<file path="src/hdl/dlet_pkg.sv">
// Shared types, constants and state codes for the delta-list event timer.
package dlet_pkg;

  localparam int EventSlotsDefault = 16;
  localparam int MaxFires = 16;

  localparam logic OP_SCHEDULE = 1'b0;
  localparam logic OP_TICK     = 1'b1;

  localparam logic [1:0] ST_SCHEDULED = 2'd0;
  localparam logic [1:0] ST_FULL      = 2'd1;
  localparam logic [1:0] ST_FIRED     = 2'd2;
  localparam logic [1:0] ST_IDLE_TICK = 2'd3;

  typedef struct packed {
    logic        op;
    logic [15:0] delay_ticks;
    logic [7:0]  gate_id;
    logic        repeat_flag;
  } cmd_t;

  typedef struct packed {
    logic [1:0] status;
    logic [7:0] fired_gate;
    logic       last;
  } result_t;

  // Controller states, one-hot.
  typedef enum logic [9:0] {
    S_IDLE     = 10'b0000000001,
    S_DECODE   = 10'b0000000010,
    S_RD_CUR   = 10'b0000000100,
    S_CMP      = 10'b0000001000,
    S_LINK     = 10'b0000010000,
    S_TICK_RD  = 10'b0000100000,
    S_TICK_CHK = 10'b0001000000,
    S_FIRE     = 10'b0010000000,
    S_NEXT     = 10'b0100000000,
    S_RESULT   = 10'b1000000000
  } state_t;

  // Status from datapath to controller.
  typedef struct packed {
    logic pool_empty;
    logic list_empty;
    logic cur_nil;
    logic new_before_cur;
    logic head_due;
    logic head_zero;
    logic repeating;
  } dp_status_t;

  // Commands from controller to datapath.
  typedef struct packed {
    logic load_cmd;
    logic alloc;
    logic start_walk;
    logic read_cur;
    logic step;
    logic link_done;
    logic head_read;
    logic head_dec;
    logic head_clear;
    logic pop_head;
    logic free_slot;
    logic start_rearm;
  } dp_cmd_t;

endpackage

</file>
<file path="src/hdl/dlet_ram.sv">
// Generic RAM with one write port, one read port and registered read.
module dlet_ram #(
  parameter int Width = 8,
  parameter int Depth = 16
) (
  input  logic                     clk,
  input  logic                     we,
  input  logic [$clog2(Depth)-1:0] waddr,
  input  logic [Width-1:0]         wdata,
  input  logic [$clog2(Depth)-1:0] raddr,
  output logic [Width-1:0]         rdata
);

  logic [Width-1:0] mem [Depth];

  always_ff @(posedge clk) begin
    if (we) begin
      mem[waddr] <= wdata;
    end
    rdata <= mem[raddr];
  end

endmodule

</file>
<file path="src/hdl/dlet_datapath.sv">
// Datapath: slot memories, link table, list heads and walk registers.
module dlet_datapath #(
  parameter int EventSlots = dlet_pkg::EventSlotsDefault
) (
  input  logic                  clk,
  input  logic                  rst,
  input  dlet_pkg::cmd_t        cmd_in,
  input  dlet_pkg::dp_cmd_t     cmd,
  output dlet_pkg::dp_status_t  stat,
  output logic [7:0]            head_gate
);

  localparam int IdxW = $clog2(EventSlots);
  localparam int PtrW = IdxW + 1;
  localparam logic [PtrW-1:0] Nil = PtrW'(EventSlots);

  logic [PtrW-1:0] link [EventSlots];
  logic [EventSlots-1:0] active_mark;
  logic [PtrW-1:0] active_head, free_head;
  logic [PtrW-1:0] ins, prev, cur;
  logic [15:0] new_delta;
  logic [7:0] new_gate;
  logic new_rep;
  logic [15:0] alloc_period;

  logic        d_we;
  logic [IdxW-1:0] d_waddr, d_raddr;
  logic [15:0] d_wdata, d_rdata;
  logic        p_we;
  logic [15:0] p_rdata;
  logic [7:0]  g_rdata;

  logic [IdxW-1:0] ins_i, cur_i, head_i;
  assign ins_i  = ins[IdxW-1:0];
  assign cur_i  = cur[IdxW-1:0];
  assign head_i = active_head[IdxW-1:0];

  // The delta RAM is read at the walk cursor or at the head.
  assign d_raddr = (cmd.head_read) ? head_i : cur_i;

  always_comb begin
    d_we = 1'b0;
    d_waddr = cur_i;
    d_wdata = d_rdata - new_delta;
    if (cmd.step && stat.new_before_cur) begin
      d_we = 1'b1;
    end else if (cmd.link_done) begin
      d_we = 1'b1;
      d_waddr = ins_i;
      d_wdata = new_delta;
    end else if (cmd.head_dec) begin
      d_we = 1'b1;
      d_waddr = head_i;
      d_wdata = d_rdata - 16'd1;
    end else if (cmd.head_clear) begin
      d_we = 1'b1;
      d_waddr = head_i;
      d_wdata = '0;
    end
  end

  assign p_we = cmd.alloc;

  // The period written at allocation follows the repeat flag.
  assign alloc_period = new_rep ? new_delta : 16'd0;

  dlet_ram #(.Width(16), .Depth(EventSlots)) u_delta (
    .clk(clk), .we(d_we), .waddr(d_waddr), .wdata(d_wdata),
    .raddr(d_raddr), .rdata(d_rdata));

  dlet_ram #(.Width(16), .Depth(EventSlots)) u_period (
    .clk(clk), .we(p_we), .waddr(ins_i), .wdata(alloc_period),
    .raddr(head_i), .rdata(p_rdata));

  dlet_ram #(.Width(8), .Depth(EventSlots)) u_gate (
    .clk(clk), .we(p_we), .waddr(ins_i), .wdata(new_gate),
    .raddr(head_i), .rdata(g_rdata));

  assign head_gate = g_rdata;

  assign stat.pool_empty     = (free_head == Nil);
  assign stat.list_empty     = (active_head == Nil);
  assign stat.cur_nil        = (cur == Nil) || (active_mark == '0);
  assign stat.new_before_cur = (new_delta < d_rdata);
  assign stat.head_due       = (d_rdata <= 16'd1);
  assign stat.head_zero      = (d_rdata == 16'd0);
  assign stat.repeating      = (p_rdata != 16'd0);

  always_ff @(posedge clk) begin
    if (cmd.load_cmd) begin
      new_delta <= (cmd_in.delay_ticks == 16'd0) ? 16'd1 : cmd_in.delay_ticks;
      new_gate  <= cmd_in.gate_id;
      new_rep   <= cmd_in.repeat_flag;
    end
    if (cmd.start_rearm) begin
      new_delta <= p_rdata;
    end
    if (cmd.step && !stat.new_before_cur) begin
      new_delta <= new_delta - d_rdata;
    end
  end

  always_ff @(posedge clk) begin
    if (rst) begin
      for (int i = 0; i < EventSlots; i++) begin
        link[i] <= (i == 0) ? Nil : PtrW'(i - 1);
      end
      active_head <= Nil;
      free_head   <= PtrW'(EventSlots - 1);
      active_mark <= '0;
      prev <= Nil;
      cur  <= Nil;
      ins  <= Nil;
    end else begin
      if (cmd.load_cmd) begin
        ins <= free_head;
      end
      if (cmd.start_rearm) begin
        ins <= active_head;
      end
      if (cmd.alloc) begin
        free_head <= link[ins_i];
      end
      if (cmd.start_walk) begin
        prev <= Nil;
        cur  <= cmd.pop_head ? link[head_i] : active_head;
      end
      if (cmd.step && !stat.new_before_cur) begin
        prev <= cur;
        cur  <= active_mark[cur_i] ? link[cur_i] : Nil;
      end
      if (cmd.link_done) begin
        link[ins_i] <= cur;
        active_mark[ins_i] <= 1'b1;
        if (prev == Nil) begin
          active_head <= ins;
        end else begin
          link[prev[IdxW-1:0]] <= ins;
        end
      end
      if (cmd.pop_head) begin
        active_head <= link[head_i];
        active_mark[head_i] <= 1'b0;
      end
      if (cmd.free_slot) begin
        link[ins_i] <= free_head;
        free_head   <= ins;
      end
    end
  end

endmodule

</file>
<file path="src/hdl/dlet_ctrl.sv">
// Controller state machine sequencing schedule and tick transfers.
module dlet_ctrl (
  input  logic                 clk,
  input  logic                 rst,
  input  logic                 start,
  input  dlet_pkg::cmd_t       cmd_in,
  input  dlet_pkg::dp_status_t stat,
  input  logic [7:0]           head_gate,
  output dlet_pkg::dp_cmd_t    cmd,
  output logic                 busy,
  output logic                 strobe,
  output dlet_pkg::result_t    result
);

  dlet_pkg::state_t state, state_next;
  logic is_tick, firing, rearm;
  logic [4:0] fires;
  logic [7:0] pend_gate;

  assign busy = (state != dlet_pkg::S_IDLE);

  always_comb begin
    state_next = state;
    cmd = '0;
    case (state)
      dlet_pkg::S_IDLE: begin
        if (start) begin
          cmd.load_cmd = 1'b1;
          state_next = dlet_pkg::S_DECODE;
        end
      end
      dlet_pkg::S_DECODE: begin
        if (!is_tick) begin
          if (stat.pool_empty) begin
            state_next = dlet_pkg::S_RESULT;
          end else begin
            cmd.alloc = 1'b1;
            cmd.start_walk = 1'b1;
            state_next = dlet_pkg::S_RD_CUR;
          end
        end else if (stat.list_empty) begin
          state_next = dlet_pkg::S_RESULT;
        end else begin
          cmd.head_read = 1'b1;
          state_next = dlet_pkg::S_TICK_RD;
        end
      end
      dlet_pkg::S_RD_CUR: begin
        cmd.read_cur = 1'b1;
        state_next = dlet_pkg::S_CMP;
      end
      dlet_pkg::S_CMP: begin
        if (stat.cur_nil) begin
          state_next = dlet_pkg::S_LINK;
        end else begin
          cmd.step = 1'b1;
          state_next = stat.new_before_cur ? dlet_pkg::S_LINK : dlet_pkg::S_RD_CUR;
        end
      end
      dlet_pkg::S_LINK: begin
        cmd.link_done = 1'b1;
        state_next = rearm ? dlet_pkg::S_NEXT : dlet_pkg::S_RESULT;
      end
      dlet_pkg::S_TICK_RD: begin
        cmd.head_read = 1'b1;
        state_next = dlet_pkg::S_TICK_CHK;
      end
      dlet_pkg::S_TICK_CHK: begin
        cmd.head_read = 1'b1;
        if (firing) begin
          if (stat.head_zero) begin
            state_next = dlet_pkg::S_FIRE;
          end else begin
            state_next = dlet_pkg::S_RESULT;
          end
        end else if (stat.head_due) begin
          cmd.head_clear = 1'b1;
          state_next = dlet_pkg::S_NEXT;
        end else begin
          cmd.head_dec = 1'b1;
          state_next = dlet_pkg::S_RESULT;
        end
      end
      dlet_pkg::S_FIRE: begin
        cmd.head_read = 1'b1;
        cmd.start_rearm = 1'b1;
        cmd.pop_head = 1'b1;
        state_next = stat.repeating ? dlet_pkg::S_RD_CUR : dlet_pkg::S_NEXT;
        if (stat.repeating) begin
          cmd.start_walk = 1'b1;
        end
      end
      dlet_pkg::S_NEXT: begin
        cmd.free_slot = firing && !rearm && (fires != 5'd0);
        cmd.head_read = 1'b1;
        if (fires == 5'(dlet_pkg::MaxFires) || stat.list_empty) begin
          state_next = dlet_pkg::S_RESULT;
        end else begin
          state_next = dlet_pkg::S_TICK_RD;
        end
      end
      dlet_pkg::S_RESULT: begin
        state_next = dlet_pkg::S_IDLE;
      end
      default: state_next = dlet_pkg::S_IDLE;
    endcase
  end

  // A fired gate is held back until it is known whether another firing follows.
  always_ff @(posedge clk) begin
    if (rst) begin
      state  <= dlet_pkg::S_IDLE;
      is_tick <= 1'b0;
      firing <= 1'b0;
      rearm  <= 1'b0;
      fires  <= '0;
      pend_gate <= '0;
      strobe <= 1'b0;
      result <= '0;
    end else begin
      state  <= state_next;
      strobe <= 1'b0;
      if (cmd.load_cmd) begin
        is_tick <= (cmd_in.op == dlet_pkg::OP_TICK);
        firing <= 1'b0;
        rearm  <= 1'b0;
        fires  <= '0;
      end
      if (cmd.head_clear) begin
        firing <= 1'b1;
      end
      if (cmd.pop_head) begin
        rearm     <= stat.repeating;
        fires     <= fires + 5'd1;
        pend_gate <= head_gate;
        if (fires != 5'd0) begin
          strobe <= 1'b1;
          result <= '{dlet_pkg::ST_FIRED, pend_gate, 1'b0};
        end
      end
      if (state == dlet_pkg::S_NEXT) begin
        rearm <= 1'b0;
      end
      if (firing && state_next == dlet_pkg::S_RESULT) begin
        result <= '{dlet_pkg::ST_FIRED, pend_gate, 1'b1};
      end
      if (state == dlet_pkg::S_DECODE && !is_tick && stat.pool_empty) begin
        result <= '{dlet_pkg::ST_FULL, 8'd0, 1'b1};
      end
      if (state == dlet_pkg::S_DECODE && is_tick && stat.list_empty) begin
        result <= '{dlet_pkg::ST_IDLE_TICK, 8'd0, 1'b1};
      end
      if (state == dlet_pkg::S_LINK && !rearm) begin
        result <= '{dlet_pkg::ST_SCHEDULED, 8'd0, 1'b1};
      end
      if (cmd.head_dec) begin
        result <= '{dlet_pkg::ST_IDLE_TICK, 8'd0, 1'b1};
      end
      if (state == dlet_pkg::S_RESULT) begin
        strobe <= 1'b1;
      end
    end
  end

`ifndef ASSERT_OFF
  a_busy_idle: assert property (@(posedge clk) disable iff (rst)
    (state == dlet_pkg::S_IDLE) |-> !busy) else $error("busy while idle");
  a_fire_cap: assert property (@(posedge clk) disable iff (rst)
    fires <= 5'(dlet_pkg::MaxFires)) else $error("too many firings");
  a_accept: assert property (@(posedge clk) disable iff (rst)
    (start && !busy) |=> (state == dlet_pkg::S_DECODE)) else $error("transfer lost");
`endif

endmodule

</file>
<file path="src/hdl/delta_list_event_timer.sv">
// Top level of the delta-list event timer.
//   channel  | handshake                 | payload
//   command  | start in, busy out        | cmd (dlet_pkg::cmd_t)
//   result   | strobe out, one cycle     | result (dlet_pkg::result_t)
// A schedule keeps busy high while it walks the list slot by slot; a full pool
// ends it without a walk. A tick with nothing due at most decrements the head
// delta; a firing tick pops each due event, and each reinsertion of a repeating
// event walks the list again, paced by the delta RAM with its registered read.
// Reset is synchronous and rebuilds the free chain at once.
// The receiver cannot stall; busy falls as the last result is strobed.
module delta_list_event_timer #(
  parameter int EventSlots = dlet_pkg::EventSlotsDefault
) (
  input  logic              clk,
  input  logic              rst,
  input  logic              start,
  input  dlet_pkg::cmd_t    cmd,
  output logic              busy,
  output logic              strobe,
  output dlet_pkg::result_t result
);

  dlet_pkg::dp_cmd_t    dcmd;
  dlet_pkg::dp_status_t stat;
  logic [7:0] head_gate;

  dlet_ctrl u_ctrl (
    .clk(clk), .rst(rst), .start(start), .cmd_in(cmd), .stat(stat),
    .head_gate(head_gate), .cmd(dcmd), .busy(busy), .strobe(strobe),
    .result(result));

  dlet_datapath #(.EventSlots(EventSlots)) u_dp (
    .clk(clk), .rst(rst), .cmd_in(cmd), .cmd(dcmd), .stat(stat),
    .head_gate(head_gate));

endmodule
</file>
<file path="config.mk">
export PLATFORM = sky130hd
export DESIGN_NAME = delta_list_event_timer
export DESIGN_NICKNAME = d
export VERILOG_FILES = /design/src/hdl/dlet_pkg.sv /design/src/hdl/dlet_ram.sv /design/src/hdl/dlet_datapath.sv /design/src/hdl/dlet_ctrl.sv /design/src/hdl/delta_list_event_timer.sv
export SDC_FILE = /design/constraint.sdc
export NUM_CORES = 1
export LEC_CHECK = 0
export ABC_AREA = 1
export BUFFER_PORTS_ARGS = -buffer_cell sky130_fd_sc_hd__buf_2
export CORE_MARGIN = 1
export CORE_UTILIZATION = 40
export CTS_CLUSTER_DIAMETER = 120
export DETAILED_ROUTE_END_ITERATION = 16
export GPL_TIMING_DRIVEN = 0
export PLACE_DENSITY = 0.52
export SETUP_SLACK_MARGIN = 0.4
export SLEW_MARGIN = 20
export SYNTH_ARGS = -nofsm -noshare
export SYNTH_HDL_FRONTEND = slang
export SYNTH_SLANG_ARGS = --single-unit
</file>
<file path="constraint.sdc">
create_clock -name clk -period 4.5 [get_ports clk]
set_input_delay 0 -clock clk [delete_from_list [all_inputs] [get_ports clk]]
set_output_delay 0 -clock clk [all_outputs]
set_load 0.05 [all_outputs]
</file>
After elaboration in Yosys (flattened, before gate mapping) --
Memories as Yosys holds them, arrays and structs flattened. A register that Yosys moved wholly into a read port is not among the register bits. Cells that the tools add are included.
Operators by class: order comparisons 7, muxes and demuxes 116, equality and inequality tests 17, bitwise logic cells 4, add/subtract/negate cells 4, reduce and logical (&&, ||, !) cells 41
Operator list (number):
- 16-bit 2-to-1 mux | 12
- 10-bit 2-to-1 mux | 10
- 5-bit 2-to-1 mux | 19
- 10-bit one-hot mux with 9 select lines | 1
- 11-bit 2-to-1 mux | 7
- 4-bit 2-to-1 mux | 13
- 16-bit logical NOT | 3
- 1-bit 2-to-1 mux | 44
- 16-bit subtractor | 2
- 5-bit == test (second input constant) | 5
- 10-bit == test (second input constant) | 2
- 16-bit bitwise AND | 1
- 16-bit by 1-bit <= comparator with 1-bit output (second input constant) | 1
- 16-bit less-than comparator | 1
- 16-bit NOT | 1
- 16-bit bitwise OR | 1
- 16-bit nonzero test | 1
- 2-bit nonzero test | 8
- 16-bit by 1-bit subtractor with 16-bit output (second input constant) | 1
- 4-bit by 5-bit less-than comparator with 1-bit output (second input constant) | 3
- 5-bit OR reduction | 3
- 1-bit logical AND | 12
- 6-bit nonzero test | 2
- 10-bit by 1-bit == test with 1-bit output (second input constant) | 1
- 24 further kinds | 35
Word-level totals: bits in registers 104, RAM bits 720, logic and storage cells 212, memories 4, bits of input ports 29
Memory list:
- u_dp.u_delta.mem | words 16, width 16, rd ports 1, clocked after Yosys merged registers in 1, wr ports 1, RTL line dlet_ram.sv:14 | logic [Width-1:0] mem [Depth];
- u_dp.u_period.mem | words 16, width 16, rd ports 1, clocked after Yosys merged registers in 1, wr ports 1, RTL line dlet_ram.sv:14
- u_dp.u_gate.mem | words 16, width 8, rd ports 1, clocked after Yosys merged registers in 1, wr ports 1, RTL line dlet_ram.sv:14
- u_dp.link | words 16, width 5, rd ports 3, clocked after Yosys merged registers in 3, wr ports 16, RTL line dlet_datapath.sv:17 | logic [PtrW-1:0] link [EventSlots];

Depth between registers and ports, before layout --
Gate-level depths: netlist of run 1.
depth in word-level cells 11, gate-level depth with buffers 16

Modules after synthesis --
From an unflattened synthesis of run 1, not the netlist that was laid out.
Second synthesis, totals: cells, all modules 4890, area total of the unflattened synthesis 43075.1 um2
By module, submodules not included:
- dlet_ram (u_dp.u_delta ...) | area each 11380.9 um2, cells each 1074, sequential area each 8007.7 um2, times used 2
- dlet_datapath | area each 12650.9 um2, cells each 1912, sequential area each 4214.0 um2, times used 1
- dlet_ram (u_dp.u_gate) | area each 5766.8 um2, cells each 551, sequential area each 4003.8 um2, times used 1
- dlet_ctrl | area each 1895.6 um2, cells each 279, sequential area each 760.7 um2, times used 1

Least setup slack after synthesis of run 1 --
No wires, ideal clock.
path type register -> register, start reg u_dp.new_delta[3], end mem u_dp.u_delta.mem[0][0] (enable), cell stages (with the launch flop) 12, path buffers 1, data arrival time 2.746 ns, clock period less this slack 3.134 ns, path slack 1.366 ns, cells stage by stage edfxtp_1 > ha_1 > buf_2 > a21oi_1 > o21ai_0 > nand2_1 > o211ai_1 > nand3_1 > nand2_1 > o31ai_1 > nand3_1 > nor2_1
On the way: word-level cells in the longest chain between the ends 5
Ends and longest elaborated chain:
- from (decl) | RTL line dlet_datapath.sv:21 | logic [15:0] new_delta;
- from (signal assigned) | RTL line dlet_datapath.sv:91 | new_delta <= (cmd_in.delay_ticks == 16'd0) ? 16'd1 : cmd_in.delay_ticks;
- from (signal assigned) | RTL line dlet_datapath.sv:96 | new_delta <= p_rdata;
- from (signal assigned) | RTL line dlet_datapath.sv:99 | new_delta <= new_delta - d_rdata;
- 16-bit less-than comparator (*) | RTL line dlet_datapath.sv:84 | assign stat.new_before_cur = (new_delta < d_rdata);
- 1-bit logical AND (*) | RTL line dlet_datapath.sv:45 | if (cmd.step && stat.new_before_cur) begin
- 1-bit 2-to-1 mux | RTL line dlet_datapath.sv:45
- 1-bit 2-to-1 mux | RTL line dlet_ram.sv:17 | if (we) begin
- 1-bit 2-to-1 mux (not written as such) | RTL line dlet_ram.sv:18 | mem[waddr] <= wdata;
- to (decl) | RTL line dlet_ram.sv:14
Mark *: on every way between the ends. The rest lies on a longest branch, timed or not.

Worst setup path after layout of run 1 --
start reg u_dp.u_delta.rdata[1], read port of u_dp.u_delta.mem, end mem u_dp.u_delta.mem[15][3], data pin
On the way: word-level cells in the longest chain between the ends 8
Ends and longest elaborated chain:
- from (decl) | RTL line dlet_ram.sv:11 | output logic [Width-1:0] rdata
- 16-bit by 1-bit <= comparator with 1-bit output | RTL line dlet_datapath.sv:85 | assign stat.head_due = (d_rdata <= 16'd1);
- 1-bit 2-to-1 mux | RTL line dlet_ctrl.sv:76 | end else if (stat.head_due) begin
- 2-bit 2-to-1 mux | RTL line dlet_ctrl.sv:70 | if (firing) begin
- 2-bit 2-to-1 mux | RTL line dlet_ctrl.sv:25 | case (state)
- 16-bit 2-to-1 mux | RTL line dlet_datapath.sv:55 | end else if (cmd.head_clear) begin
- 16-bit 2-to-1 mux | RTL line dlet_datapath.sv:51 | end else if (cmd.head_dec) begin
- 16-bit 2-to-1 mux | RTL line dlet_datapath.sv:47 | end else if (cmd.link_done) begin
- 16-bit 2-to-1 mux (*) | RTL line dlet_datapath.sv:45
- net u_dp.d_wdata[3] | RTL line dlet_datapath.sv:28 | logic [15:0] d_wdata, d_rdata;
The timed path passes the listed nets; every way through them passes the cells marked *.

==> run_results.csv, run 1 <==
group,metric,value,unit
die,die-height,316,µm
clock_network,cts-root-buf,"clkbuf_16",
yosys,synth_top_area_cell,"edfxtp_1",
die,initial_core_util,40.6,%
timing,whs,0.0411,ns
die,rows,114,
timing,finalHoldViolCount,0,
yosys,synth_nets,3850,
yosys,yosysWarnings,0,
clock_network,clock_sinks,876,
global_route,grt_start_max_net_pins,18,
power_and_ir_drop,switchingPower,4670,µW
die,core-area,97100,µm²
power_and_ir_drop,p_clk_share,41.5,%
power_and_ir_drop,combinationalPowerShare,9.3,%
setup_path,path_cells,"inv_1 > ha_1 > nand2_1 > nor2_1 > nand2_1 > nand2_1 > nand2_1 > inv_1 > nor2_1 > inv_1 > a21oi_1 > a221o_1",
setup_path,cp-start-kind,"register",
timing,timing.fmax,258,MHz
yosys,synth_ff_type,"edfxtp_1",
power_and_ir_drop,p_int,14100,µW
timing,maxSlewViolCount,0,
setup_path,crit_buf_inv,3,
setup_path,cp_common_cell,"nand2_1",
clock_network,numCtsBuffers,94,
setup_path,path_delay_family,"simple AND/OR/NAND/NOR gates",
yosys,synth.top_cell.area_share,56.7,%
yosys,yosysMostFrequentCell,"edfxtp_1",
timing,worst_slack,0.626,ns
cells_and_area,design_area,45700,µm²
drt,drc_errors,0,
drt,finalWirelength,134,mm
place,place_area,42200,µm²
cells_and_area,drive_gt1_share,8.64,%
yosys,synth_cells,3784,
clock_network,cts_tree,"done",
clock_network,clk_pin_slew,0.06,ns
drt,drt_iter0_markers,3156,
setup_path,required,4.85,ns
hold_path,hold_class,"input port to register",
cells_and_area,regArea,25000,µm²
place,gp_congestion,0.918,
global_route,grtUsageTotal,26.7,%
drt,antenna_left,0,
setup_path,critPathMaxStageDelay,0.71,ns
power_and_ir_drop,p_seq_share,49.2,%
drt,drtPass1Iterations,6,
power_and_ir_drop,swShare,24.8,%
timing,worst_slew_pin_slew,1.10,ns
place,io_buffers,40,
clock_network,cts_max_path_buffers,3,
power_and_ir_drop,vdd_drop_max,0.300,mV
yosys,synth_area_per_cell,10.4,µm²
yosys,seq_area_frac_synth,63.3,%
setup_path,path_class,"register to register",
cells_and_area,antenna_cells,0,
die,die_x,316,µm
cells_and_area,fin_nets,4060,
setup_path,cp_max_fo,16,
power_and_ir_drop,powerDensity,412,nW/µm²
timing,clock_skew,0.0179,ns
outcome,status,"finished, final reports clean",
place,preCtsSetupSlack,0.389,ns
yosys,synth_seq_cells,876,
yosys,yosys-top-cells-count,"745 x edfxtp_1, 550 x nand2_1, 512 x inv_1",
yosys,ys_types,55,
timing,min_period_over_period,86.1,%
clock_network,h-tree-depth,3,
timing,slew_headroom,26.3,%
yosys,synth_area_leaders,"edfxtp_1 57%, dfxtp_1 6.6%, nand2_1 5.2%, nand3_1 5.0%, inv_1 4.9%",
place,dp_hpwl,96.2,mm
cells_and_area,multi_input_area,11900,µm²
global_route,overflow,0,
power_and_ir_drop,p_total,18800,µW
timing,period_minus_slack,3.87,ns
cells_and_area,area_delta_synth_final,15.8,%
yosys,async_flop_share,0,%
setup_path,arrival,4.22,ns
setup_path,timing.critical_path.slowest_stage_cell,"a221o_1",
clock_network,clock_latency,0.67,ns
yosys,synth_area,39500,µm²
power_and_ir_drop,power_leakage,0.0170,µW
timing,setup_tns,0,ns
drt,wl_per_cell,25.1,µm
global_route,grt_pass1_wl,194,mm
global_route,first_global_vias,28500,
timing,rsz0062_at_grt,"false",
yosys,synth_edf_count,745,
drt,vias,29800,
die,io-pin-count,42,
job,cap_violations,0,
setup_path,end_kind,"register",
drt,viasPerCell,5.57,
die,die-area,99900,µm²
global_route,antenna_found_initial,2,
cells_and_area,fill_cells,9171,
timing,setup_viol,0,
setup_path,reg2reg_slack,0.63,ns
timing repair:
item                                    in CTS  in global routing
cloned                                       0                  0
endpoints found under the setup margin      11                146
endpoints found under the hold margin       30                  0
hold buffers                                30                  0
setup buffers                                0                  2
gates resized for setup                      0                  9
pin swaps                                    0                  2
per-stage QoR:
stage | instances | utilization [%]
global route | 5348 | 47.0
finish | 5348 | 47.0
detailed placement | 5142 | 43.5
floorplan | 3784 | -
CTS | 5346 | 47.0
global placement | 5100 | 42.5
flip-flops by register name (all words and copies together) (netlist names), 16 cells and up, named ones only:
name and flops:
u_dp.u_delta.mem 256, u_dp.active_mark 16, u_dp.u_period.mem 256, u_dp.u_delta.rdata 16, u_dp.link 80, u_dp.new_delta 16
u_dp.u_gate.mem 128, u_dp.u_period.rdata 16
final timing paths:
kind,depth (start not counted),end,startpoint
min,2,u_dp.new_gate[2],cmd[3]
min reg2reg,2,u_ctrl.result[2],u_ctrl.pend_gate[1]
max,12,u_dp.u_delta.mem[15][3],u_dp.u_delta.rdata[1]
max reg2reg,12,u_dp.u_delta.mem[15][3],u_dp.u_delta.rdata[1]
layout by cell type, fill, tap and decap left out, drive strengths merged, types with 28 or more instances in the layout:
cell type,n
nor2,204
o21ai,225
buf,133
dfxtp,131
clkbuf,276
dlygate4sd3,30
edfxtp,745
xor2,28
o211ai,53
a22oi,194
a21oi,251
inv,519
nand2,556
nand3,396
ha,35
clkinv,49
o22ai,87
worst reg2reg max path: stages, from the launching register on:
cell     delay, ns
dfxtp_1       0.48
inv_1         0.16
ha_1          0.24
nand2_1       0.13
nor2_1        0.10
nand2_1       0.11
nand2_1       0.13
nand2_1       0.11
inv_1         0.05
nor2_1        0.65
inv_1         0.45
a21oi_1       0.24
a221o_1       0.71
power groups by stage:
stage               sequential [µW]  clock [µW]  combinational (µW)
CTS                            9250        7890                1740
global route                   9260        8180                1880
global placement               9450           0                1570
detailed placement             9420           0                1710
finish                         9250        7800                1760
floorplan                      9380           0                 899
layout make-up:
cell class | count | share of cell area (%)
buffer | 205 | 1.95
multi-input combinational | 2179 | 26.0
clock inverter | 54 | 1.07
sequential | 876 | 54.7
timing repair buffer | 114 | 2.77
inverter | 524 | 4.30
tap | 1276 | 3.49
clock buffer | 120 | 5.69
kinds of logic (layout without fill, tap and decap cells):
kind of cell             after synthesis  count (layout)  synth area share, %
buffers and inverters                729            1017                 7.24
AND/OR/NAND/NOR                     1205            1205                 13.2
AO/OA/AOI/OAI                        903             903                 14.2
XOR/XNOR                              33              33                0.732
flip-flops                           876             876                 63.3
multiplexers                           1               1               0.0254
adder cells (fa/ha/maj)               37              37                 1.21
metal layers:
layer	vias up	GRT usage (%)	part of all wire (%)
li1	13800	-	-
met2	1171	44.1	47
met4	0	8.08	2.8
met5	-	0	0
met1	14600	36.6	43
met3	203	3.49	6.9
Power figures use the tool's default switching activity.
==> run 2, diff against run 1 <==
--- a/config.mk
+++ b/config.mk
@@ -7,6 +7,7 @@
 export LEC_CHECK = 0
 export ABC_AREA = 1
 export BUFFER_PORTS_ARGS = -buffer_cell sky130_fd_sc_hd__buf_2
+export CORE_ASPECT_RATIO = 1.75
 export CORE_MARGIN = 1
 export CORE_UTILIZATION = 40
 export CTS_CLUSTER_DIAMETER = 120
==> run 2 against run 1 <==
Clock-buffer cell count shrank 12; largest cell class unchanged; sequential power is essentially flat; clock skew grew 0.0022 ns; die area hardly changed; highest routed layer is now met5; power is 3.0% lower; critical path type unchanged; setup slack lost 0.083 ns; clock power down 8.3%; sequential cell count did not move; critical path depth down 4; sequential share of layout area grew 0.33 points; final area is 0.61% lower; core utilization decreased by 0.67 points.
==> run_results.csv, run 2 (synthesis results as in run 1) <==
group,metric,value,unit
cells_and_area,layout_common_cells,"745 x edfxtp_1, 549 x nand2_1, 512 x inv_1",
drt,finalWirelength,141,mm
drt,viasPerCell,5.54,
setup_path,arrival,4.34,ns
global_route,antenna_found_initial,1,
timing,finalHoldViolCount,0,
setup_path,r2r-end,"u_dp.u_delta.mem[11][2]",
drt,drt_iter0_markers,2264,
cells_and_area,antenna_cells,0,
cells_and_area,multi_input_area,11900,µm²
global_route,overflow,0,
drt,drc_errors,0,
timing,maxSlewViolCount,0,
setup_path,critPathMaxStageDelay,0.62,ns
hold_path,min_from,"cmd[0]",
drt,antenna_left,0,
drt,vias,29700,
die,initial_core_util,40.3,%
timing,clock_skew,0.0201,ns
global_route,grtUsageTotal,28.3,%
clock_network,cts-root-buf,"clkbuf_16",
die,core-area,97900,µm²
setup_path,path_cells,"clkbuf_1 > clkinv_1 > nand3_1 > nand2_1 > o31ai_2 > nand3_1 > nor2_2 > buf_6",
setup_path,reg2regPathDepth,8,
job,cap_violations,0,
die,rows,152,
die,die-area,100000,µm²
timing,slew_headroom,20.3,%
hold_path,hold_depth,2,
setup_path,cp_max_fo,12,
outcome,status,"finished, final reports clean",
timing,period_minus_slack,3.96,ns
timing,rsz0062_at_grt,"false",
cells_and_area,area_delta_synth_final,15.1,%
power_and_ir_drop,p_total,18300,µW
timing,setup_tns,0,ns
place,place_area,42300,µm²
cells_and_area,drive_gt1_share,8.34,%
cells_and_area,fill_cells,9235,
die,die_x,239,µm
setup_path,reg2reg_slack,0.54,ns
timing,setup_viol,0,
die,die-height,418,µm
place,io_buffers,40,
clock_network,cts_max_path_buffers,3,
setup_path,r2r-start,"u_dp.cur[1]",
hold_path,hold_end,"u_dp.new_rep",
cells_and_area,reg_top3,"u_dp.u_delta.mem x256, u_dp.u_period.mem x256, u_dp.u_gate.mem x128",
timing,worst_slew_pin_slew,1.19,ns
clock_network,clk_pin_slew,0.06,ns
setup_path,path_class,"register to register",
timing,whs,0.0354,ns
place,dp_hpwl,106,mm
cells_and_area,fin_nets,4050,
global_route,grt_start_max_net_pins,18,
drt,wl_per_cell,26.4,µm
power_and_ir_drop,powerDensity,402,nW/µm²
setup_path,crit_buf_inv,3,
clock_network,post_cts_buffers,0,
timing,timing.fmax,253,MHz
die,io-pin-count,42,
clock_network,clock_sinks,876,
clock_network,numCtsBuffers,81,
global_route,grt_pass1_wl,201,mm
setup_path,path_depth,8,
setup_path,required,4.88,ns
setup_path,timing.critical_path.slowest_stage_cell,"clkinv_1",
cells_and_area,regArea,25000,µm²
clock_network,cts_tree,"done",
setup_path,path_delay_family,"buffers and inverters",
setup_path,cp_common_cell,"nand3_1",
cells_and_area,design_area,45400,µm²
power_and_ir_drop,vdd_drop_max,0.358,mV
setup_path,cp-start-kind,"register",
setup_path,end_kind,"register",
power_and_ir_drop,power_leakage,0.0168,µW
clock_network,clock_latency,0.68,ns
clock_network,h-tree-depth,3,
hold_path,hold_class,"input port to register",
global_route,first_global_vias,29900,
drt,drtPass1Iterations,6,
timing,min_period_over_period,87.9,%
cells_and_area,final_core_util,46.4,%
place,gp_congestion,0.984,
cells_and_area,layout_commonest_cell,"edfxtp_1",
run 2: changes by cell type in the layout (fill, tap and decap cells not counted), sizes merged:
cell	change
bufinv	-1
clkinvlp	+4
clkbuf	-12
inv	+5
dlygate4sd3	+5
clkinv	-18
buf	-2
run 2: worst reg2reg max path: cells and delay by family (launching register included):
family          cells  cell delay (ns)
flops               1             0.31
buf+inv             3             1.40
compound gates      1             0.54
simple gates        4             1.42
run 2: routing by layer:
| metal | part of all wire [%] | vias up | track usage (%) |
|---|---|---|---|
| li1 | - | 13800 | - |
| met1 | 34 | 14500 | 28.4 |
| met2 | 54 | 1038 | 53.7 |
| met3 | 4.1 | 396 | 3.38 |
| met4 | 7.4 | 2 | 19.2 |
| met5 | 0.0078 | - | 0 |
run 2: timing repair:
action	4_1_cts	5_1_grt
hold buffers	35	0
hold endpoints to repair	30	0
gates resized for setup	6	3
endpoints found under the setup margin	107	30
run 2: layout make-up:
cell class,count,area share (%)
clock buffer,108,5.00
buffer,205,1.96
multi-input combinational,2179,26.3
tap,1309,3.61
inverter,524,4.33
timing repair buffer,117,2.77
sequential,876,55.0
clock inverter,44,0.994
run 2: how the worst max path moves through the flow:
stage,to,start,slack [ns]
2_1_floorplan,u_dp.u_delta.mem[0][0],u_dp.new_delta[3],1.37
3_3_place_gp,u_dp.u_delta.mem[5][2],u_dp.u_delta.rdata[1],-0.71
3_5_place_dp,u_dp.u_delta.mem[4][3],u_dp.u_delta.rdata[1],0.08
4_1_cts,u_dp.u_delta.mem[12][3],u_dp.u_delta.rdata[1],0.46
5_1_grt,u_dp.new_delta[15],u_dp.new_delta[0],0.41
6_report,u_dp.u_delta.mem[11][2],u_dp.cur[1],0.54
run 2: per-stage QoR:
| step | setup slack [ns] | std cells |
|---|---|---|
| CTS | 0.460 | 5362 |
| global route | 0.409 | 5362 |
| finish | 0.543 | 5362 |
| global placement | -0.706 | 5133 |
| detailed placement | 0.0823 | 5175 |
| floorplan | 1.37 | 3784 |
run 2: power breakdown:
group	internal, µW	switching, µW
logic	472	1380
registers	9140	102
clock network	3990	3160
